--- src/sv/sseg_pkg.sv ---
// Shared types, constants and the segment lookup for the seven-segment frame encoder.
// No dependencies; every other file of the block imports this package.
`timescale 1ns / 1ps

package sseg_pkg;

  // Display geometry.
  localparam int DIGIT_COUNT = 8;
  localparam int HALF        = DIGIT_COUNT / 2;
  localparam int IDX_W       = $clog2(DIGIT_COUNT);

  // Field widths.
  localparam int CMD_W   = 2;
  localparam int VALUE_W = 32;
  localparam int DP_W    = 4;
  localparam int DPX_W   = DP_W + 1;
  localparam int POS_W   = 3;
  localparam int DIGIT_W = 4;
  localparam int CNT_W   = 2;
  localparam int BYTE_W  = 8;

  // Command codes.
  localparam logic [CMD_W-1:0] CMD_ENABLE = 2'd0;
  localparam logic [CMD_W-1:0] CMD_SINGLE = 2'd1;
  localparam logic [CMD_W-1:0] CMD_DUAL   = 2'd2;
  localparam logic [CMD_W-1:0] CMD_DIGIT  = 2'd3;

  // Frame bytes and byte counts.
  localparam logic [BYTE_W-1:0] ADDR_BASE   = 8'hC0;
  localparam logic [BYTE_W-1:0] DOT_BIT     = 8'h80;
  localparam logic [BYTE_W-1:0] ENABLE_BYTE = 8'h8F;
  localparam logic [CNT_W-1:0]  CNT_CMD     = 2'd1;
  localparam logic [CNT_W-1:0]  CNT_DATA    = 2'd2;

  // Reciprocal of ten for a 32-bit dividend: q = (v * RECIP10) >> RECIP_SH.
  localparam logic [VALUE_W-1:0] RECIP10  = 32'hCCCC_CCCD;
  localparam int                 RECIP_SH = 35;

  // One output frame.
  typedef struct packed {
    logic [CNT_W-1:0]  byte_count;
    logic [BYTE_W-1:0] first_byte;
    logic [BYTE_W-1:0] second_byte;
    logic              last;
  } frame_t;

  // Segment pattern of a digit; anything above nine is blank.
  function automatic logic [BYTE_W-1:0] seg_of(input logic [DIGIT_W-1:0] d,
                                                input logic              with_dot);
    logic [BYTE_W-1:0] s;
    unique case (d)
      4'd0:    s = 8'h3F;
      4'd1:    s = 8'h06;
      4'd2:    s = 8'h5B;
      4'd3:    s = 8'h4F;
      4'd4:    s = 8'h66;
      4'd5:    s = 8'h6D;
      4'd6:    s = 8'h7D;
      4'd7:    s = 8'h07;
      4'd8:    s = 8'h7F;
      4'd9:    s = 8'h6F;
      default: s = 8'h00;
    endcase
    return with_dot ? (s | DOT_BIT) : s;
  endfunction

endpackage

--- src/sv/sseg_out_reg.sv ---
// Output register: holds one frame until the result channel takes it.
// Depends on sseg_pkg.
`timescale 1ns / 1ps

module sseg_out_reg (
  input  logic                          clk,
  input  logic                          rst_n,
  input  logic                          frm_vld,
  input  sseg_pkg::frame_t              frm,
  output logic                          take_ok,
  output logic                          out_valid,
  input  logic                          out_stall,
  output logic [sseg_pkg::CNT_W-1:0]    out_byte_count,
  output logic [sseg_pkg::BYTE_W-1:0]   out_first_byte,
  output logic [sseg_pkg::BYTE_W-1:0]   out_second_byte,
  output logic                          out_last
);
  import sseg_pkg::*;

  logic   out_vld_r, out_vld_nxt;
  frame_t out_frm_r;

  // A new frame may load when the register is empty or its frame leaves now.
  assign take_ok = !out_vld_r || !out_stall;

  always_comb begin
    out_vld_nxt = out_vld_r;
    if (take_ok) begin
      out_vld_nxt = frm_vld;
    end
  end

  always_ff @(posedge clk) begin
    if (!rst_n) begin
      out_vld_r <= 1'b0;
    end else begin
      out_vld_r <= out_vld_nxt;
    end
  end

  always_ff @(posedge clk) begin
    if (take_ok && frm_vld) begin
      out_frm_r <= frm;
    end
  end

  assign out_valid       = out_vld_r;
  assign out_byte_count  = out_frm_r.byte_count;
  assign out_first_byte  = out_frm_r.first_byte;
  assign out_second_byte = out_frm_r.second_byte;
  assign out_last        = out_frm_r.last;

endmodule

--- config.mk ---
export PLATFORM = sky130hd
export DESIGN_NAME = sseg_out_reg
export DESIGN_NICKNAME = d
export VERILOG_FILES = /design/src/sv/sseg_pkg.sv /design/src/sv/sseg_out_reg.sv
export SDC_FILE = /design/constraint.sdc
export NUM_CORES = 1
export LEC_CHECK = 0
export BUFFER_PORTS_ARGS = -buffer_cell sky130_fd_sc_hd__buf_4
export CORE_UTILIZATION = 43
export CTS_BUF_LIST = sky130_fd_sc_hd__clkbuf_8
export DETAILED_ROUTE_END_ITERATION = 12
export MAX_ROUTING_LAYER = met4
export PLACE_DENSITY_LB_ADDON = 0.3
export SKIP_CTS_REPAIR_TIMING = 1
export SLEW_MARGIN = 20
export SYNTH_ARGS = -nofsm -noshare
export SYNTH_HDL_FRONTEND = slang
export SYNTH_SLANG_ARGS = --single-unit
--- constraint.sdc ---
create_clock -name clk -period 1.9 [get_ports clk]
set_input_delay 0.285 -clock clk [delete_from_list [all_inputs] [get_ports clk]]
set_output_delay 0.285 -clock clk [all_outputs]
set_load 0.02 [all_outputs]
==> results of run 1 <==
-- logic make-up after synthesis --
family	Yosys count	share of synthesized area (%)
DFF	20	96.5
AOI/OAI and AO/OA	1	0.817
and+or+nand+nor	3	2.66
-- report_power, final --
group | leakage, nW | switching [mW] | internal [mW] | total, mW
Clock | 0.0269 | 0.118 | 0.143 | 0.261
Sequential | 0.192 | 0.00778 | 0.513 | 0.521
Combinational | 0.219 | 0.0589 | 0.0618 | 0.121
Total | 0.438 | 0.185 | 0.718 | 0.903
-- critical path: cells and delay by family, from the launching register on --
family	cells	cell delay, ps
flip-flops	1	360
AND/OR/NAND/NOR	1	90
buffers and inverters	1	160
-- layout make-up --
| type | instances | share of cell area (%) |
|---|---|---|
| Tap cell | 15 | 1.87 |
| Clock buffer | 3 | 4.10 |
| Timing Repair Buffer | 44 | 32.8 |
| Multi-Input combinational cell | 4 | 2.11 |
| Clock inverter | 1 | 0.373 |
| Sequential cell | 20 | 58.7 |
-- per-layer routing --
metal	share of wire [%]	vias up	global-route usage (%)	wire length, um
met1	31	175	15.3	353
met4	0.35	0	7.76	4
li1	-	189	-	-
met5	0	-	-	0
met3	8.0	2	6.25	91
met2	60	27	31.1	686
-- flip-flops by register name (all words and copies together) (netlist names) --
register         flops
out_valid            1
out_last             1
out_first_byte       8
out_byte_count       2
out_second_byte      8
-- worst paths after layout --
kind | endpoint | slack [ps]
max | take_ok | 760
min | out_first_byte[6] | 210
max reg2reg | out_first_byte[2] | 800
min reg2reg | out_valid | 610
-- stage by stage --
step	std cells	worst slack (ps)
finish	87	758
global route	87	694
CTS	87	746
detailed placement	83	722
global placement	83	758
floorplan	24	400
-- cells in the final DEF (no fill, tap or decap) --
cell type / instances
a21oi_1: 1
edfxtp_1: 19
nand2_1: 1
and2_1: 1
inv_1: 1
buf_4: 44
dfxtp_1: 1
nor2b_1: 1
clkbuf_8: 3
==> results.json, run 1 <==
{
  "grtUsageTotal_pct": 17.1,
  "crit_path_end_kind": "primary output",
  "clockBufferDepth": 2,
  "period_needed_ps": 1140,
  "critPathRequiredTime_ps": 1620,
  "crit_path_top_delay_cell": "dfxtp_1",
  "die_y_um": 39.7,
  "worstPathArrival_ps": 860,
  "register_area_um2": 591,
  "multiInputGateArea_um2": 21.3,
  "reg2reg_depth": 3,
  "ys_async_sr_fraction_pct": 0,
  "cpPeakStageDelay_ps": 360,
  "final.setup_skew_ps": 4.58,
  "drive_gt1_share_pct": 65.3,
  "grt_max_degree": 20,
  "rows": 13,
  "cts.sinks": 20,
  "n_fill_cell": 81,
  "rsz0062_at_grt": "no",
  "cp_cell_sequence": "nand2_1, buf_4",
  "numPortBuffers": 43,
  "setup_violations": 0,
  "synth.distinct_cells": 6,
  "yosysTopAreaCell": "edfxtp_1",
  "synth.most_common_cell": "edfxtp_1",
  "leakage_nw": 0.438,
  "min_path_cells": 1,
  "gp_congestion": 0.682,
  "crit_start": "out_valid",
  "yosysWarningCount": 0,
  "die_w_um": 39.7,
  "cts_tree": "done",
  "maxSlewHeadroom_pct": 84.7,
  "critPathMaxFanout": 3,
  "finalSetupTns_ps": 0,
  "cts.clk_slew.worst_paths_ps": 70,
  "synth_area_leaders": "edfxtp_1, dfxtp_1, and2_1",
  "fmax_ghz": 0.875,
  "clock_latency_ps": 250,
  "tightest_slew_ps": 230,
  "maxSlewViolCount": 0,
  "design_area_um2": 1010,
  "via_count": 393,
  "root_buffer": "clkbuf_8",
  "die_area_um2": 1580,
  "drt_iter0_drc": 5,
  "placed_area_um2": 961,
  "critical_path_class": "reg2out",
  "start_kind": "register",
  "synth_top_area_share_pct": 93.3,
  "ioPinCount": 44,
  "synth_fp_nets": 47,
  "ys_seq_area_share_pct": 96.5,
  "fin_hold_ws_ps": 209,
  "cts_made_buffers": 3,
  "r2r-start": "out_valid",
  "drc_errors": 0,
  "first_pass_iters": 4,
  "nNetsFinal": 96,
  "hold_viol_final": 0,
  "powerDensity_nw_per_um2": 897,
  "avgSynthCellArea_um2": 25.5,
  "min_period_over_period_pct": 60.1,
  "avgViaCountPerCell": 4.52,
  "start_util_pct": 46.4,
  "grt_pass1_wl_mm": 1.55,
  "diodes": 0,
  "synth_cells": 24,
  "ys_ff_latch": 20,
  "core_area_um2": 1320,
  "fin_util_pct": 76.4,
  "syn_area_um2": 612,
  "status": "completed",
  "synth_flop_cell": "edfxtp_1",
  "cap_violations": 0,
  "ant_nets": 0,
  "htreeDepth": 1,
  "hold_class": "in2reg",
  "routedWlPerCell_um": 13.1,
  "grt_pass1_vias": 364,
  "synth_edf_count": 19,
  "total_power_uw": 903,
  "peakVddDrop_mv": 0.644,
  "antenna_found_initial": 0,
  "area_delta_synth_final_pct": 64.4,
  "hold_start": "frm[15]",
  "overflow": 0,
  "wl_mm": 1.14
}
No activity file was read; power rests on OpenSTA's default activity.
==> run 2, diff against run 1 <==
--- a/config.mk
+++ b/config.mk
@@ -6,7 +6,7 @@
 export NUM_CORES = 1
 export LEC_CHECK = 0
 export BUFFER_PORTS_ARGS = -buffer_cell sky130_fd_sc_hd__buf_4
-export CORE_UTILIZATION = 43
+export CORE_UTILIZATION = 36
 export CTS_BUF_LIST = sky130_fd_sc_hd__clkbuf_8
 export DETAILED_ROUTE_END_ITERATION = 12
 export MAX_ROUTING_LAYER = met4
==> constraint.sdc (replaced) <==
create_clock -name clk -period 1 [get_ports clk]
set_input_delay 0.15 -clock clk [delete_from_list [all_inputs] [get_ports clk]]
set_output_delay 0.15 -clock clk [all_outputs]
set_load 0.02 [all_outputs]
==> results.json, run 2 (synthesis results as in run 1) <==
{
  "start_kind": "register",
  "design_area_um2": 1030,
  "cts.clk_slew.worst_paths_ps": 70,
  "drive_gt1_share_pct": 69.4,
  "diodes": 0,
  "leakage_nw": 0.449,
  "worstPathArrival_ps": 900,
  "die_w_um": 43.2,
  "overflow": 0,
  "final.setup_skew_ps": 1.34,
  "core_area_um2": 1540,
  "first_pass_iters": 4,
  "wl_mm": 1.04,
  "cap_violations": 0,
  "final_cell_mix": "buf_4, edfxtp_1, clkbuf_8",
  "nNetsFinal": 96,
  "antenna_found_initial": 0,
  "fin_util_pct": 66.6,
  "start_util_pct": 39.7,
  "p_sw_uw": 353,
  "cts.sinks": 20,
  "rows": 14,
  "power_frac_seq_pct": 57.4,
  "hold_viol_final": 0,
  "placed_area_um2": 968,
  "tightest_slew_ps": 139,
  "hold_class": "in2reg",
  "combPwrFrac_pct": 13.6,
  "crit_path_end_kind": "register",
  "peakVddDrop_mv": 1.05,
  "grtUsageTotal_pct": 11.7,
  "root_buffer": "clkbuf_8",
  "clock_latency_ps": 250,
  "rsz0062_at_grt": "no",
  "area_delta_synth_final_pct": 67.7,
  "p_sw_share_pct": 20.5,
  "maxSlewHeadroom_pct": 90.8,
  "fmax_ghz": 1.06,
  "die_area_um2": 1870,
  "routedWlPerCell_um": 11.8,
  "grt_max_degree": 20,
  "status": "completed",
  "gp_congestion": 0.642,
  "period_needed_ps": 944,
  "powerDensity_nw_per_um2": 1680,
  "avgViaCountPerCell": 4.47,
  "drc_errors": 0,
  "grt_pass1_vias": 370,
  "die_y_um": 43.2,
  "cts_tree": "done",
  "via_count": 393,
  "numPortBuffers": 43,
  "critPathRequiredTime_ps": 950,
  "drt_iter0_drc": 2,
  "min_period_over_period_pct": 94.4,
  "critPathMaxFanout": 10,
  "finalSetupTns_ps": 0,
  "final_common_cell": "buf_4",
  "htreeDepth": 1,
  "cts_made_buffers": 3,
  "grt_pass1_wl_mm": 1.51,
  "setup_violations": 0,
  "ant_nets": 0,
  "clkPwrFrac_pct": 28.9,
  "ioPinCount": 44,
  "intPower_mw": 1.37,
  "maxSlewViolCount": 0,
  "critical_path_class": "reg2reg",
  "clockBufferDepth": 2
}
==> run 2: worst max-delay path: stages (launching register included) <==
cell and delay, ps:
dfxtp_4 360, nand2_4 80, and2_4 220
==> run 2: layout make-up <==
| cell class | instances | area, um2 |
|---|---|---|
| clock buffer | 3 | 41.3 |
| multi-input combinational | 5 | 40.0 |
| fill | 115 | 515 |
| timing repair buffer | 43 | 327 |
| sequential | 20 | 594 |
| clock inverter | 1 | 3.75 |
| tap | 16 | 20.0 |
==> run 2: power groups by stage <==
stage	sequential (mW)	clock (mW)	combinational, mW
6_report	0.988	0.498	0.235
5_1_grt	0.992	0.555	0.249
4_1_cts	0.989	0.515	0.231
3_5_place_dp	1.01	0	0.231
3_3_place_gp	1.01	0	0.226
2_1_floorplan	1.07	0	0.0251
==> run 2: final timing paths <==
check / from / to / slack (ps) / cells after the start
max: out_valid / out_first_byte[6] / 60 / 2
min: frm[11] / out_first_byte[2] / 80 / 1
max reg2reg: out_valid / out_first_byte[6] / 60 / 2
min reg2reg: out_valid / out_valid / 550 / 2
==> run 2: stage by stage <==
| step | cells | hold WS, ps | setup WS (ps) | power (mW) |
|---|---|---|---|---|
| after floorplan | 24 | 249 | -38.4 | 1.09 |
| after global placement | 83 | 329 | 1.99 | 1.23 |
| after detailed placement | 83 | 329 | -17.1 | 1.24 |
| after CTS | 87 | 70.1 | -24.7 | 1.73 |
| after global routing | 88 | 59.8 | 20.4 | 1.80 |
| final | 88 | 75.3 | 56.5 | 1.72 |
==> run 2: metal layers <==
layer,track usage (%),wire (um)
met1,12.0,381
met2,20.9,554
met3,3.83,106
met4,3.64,0
met5,-,0
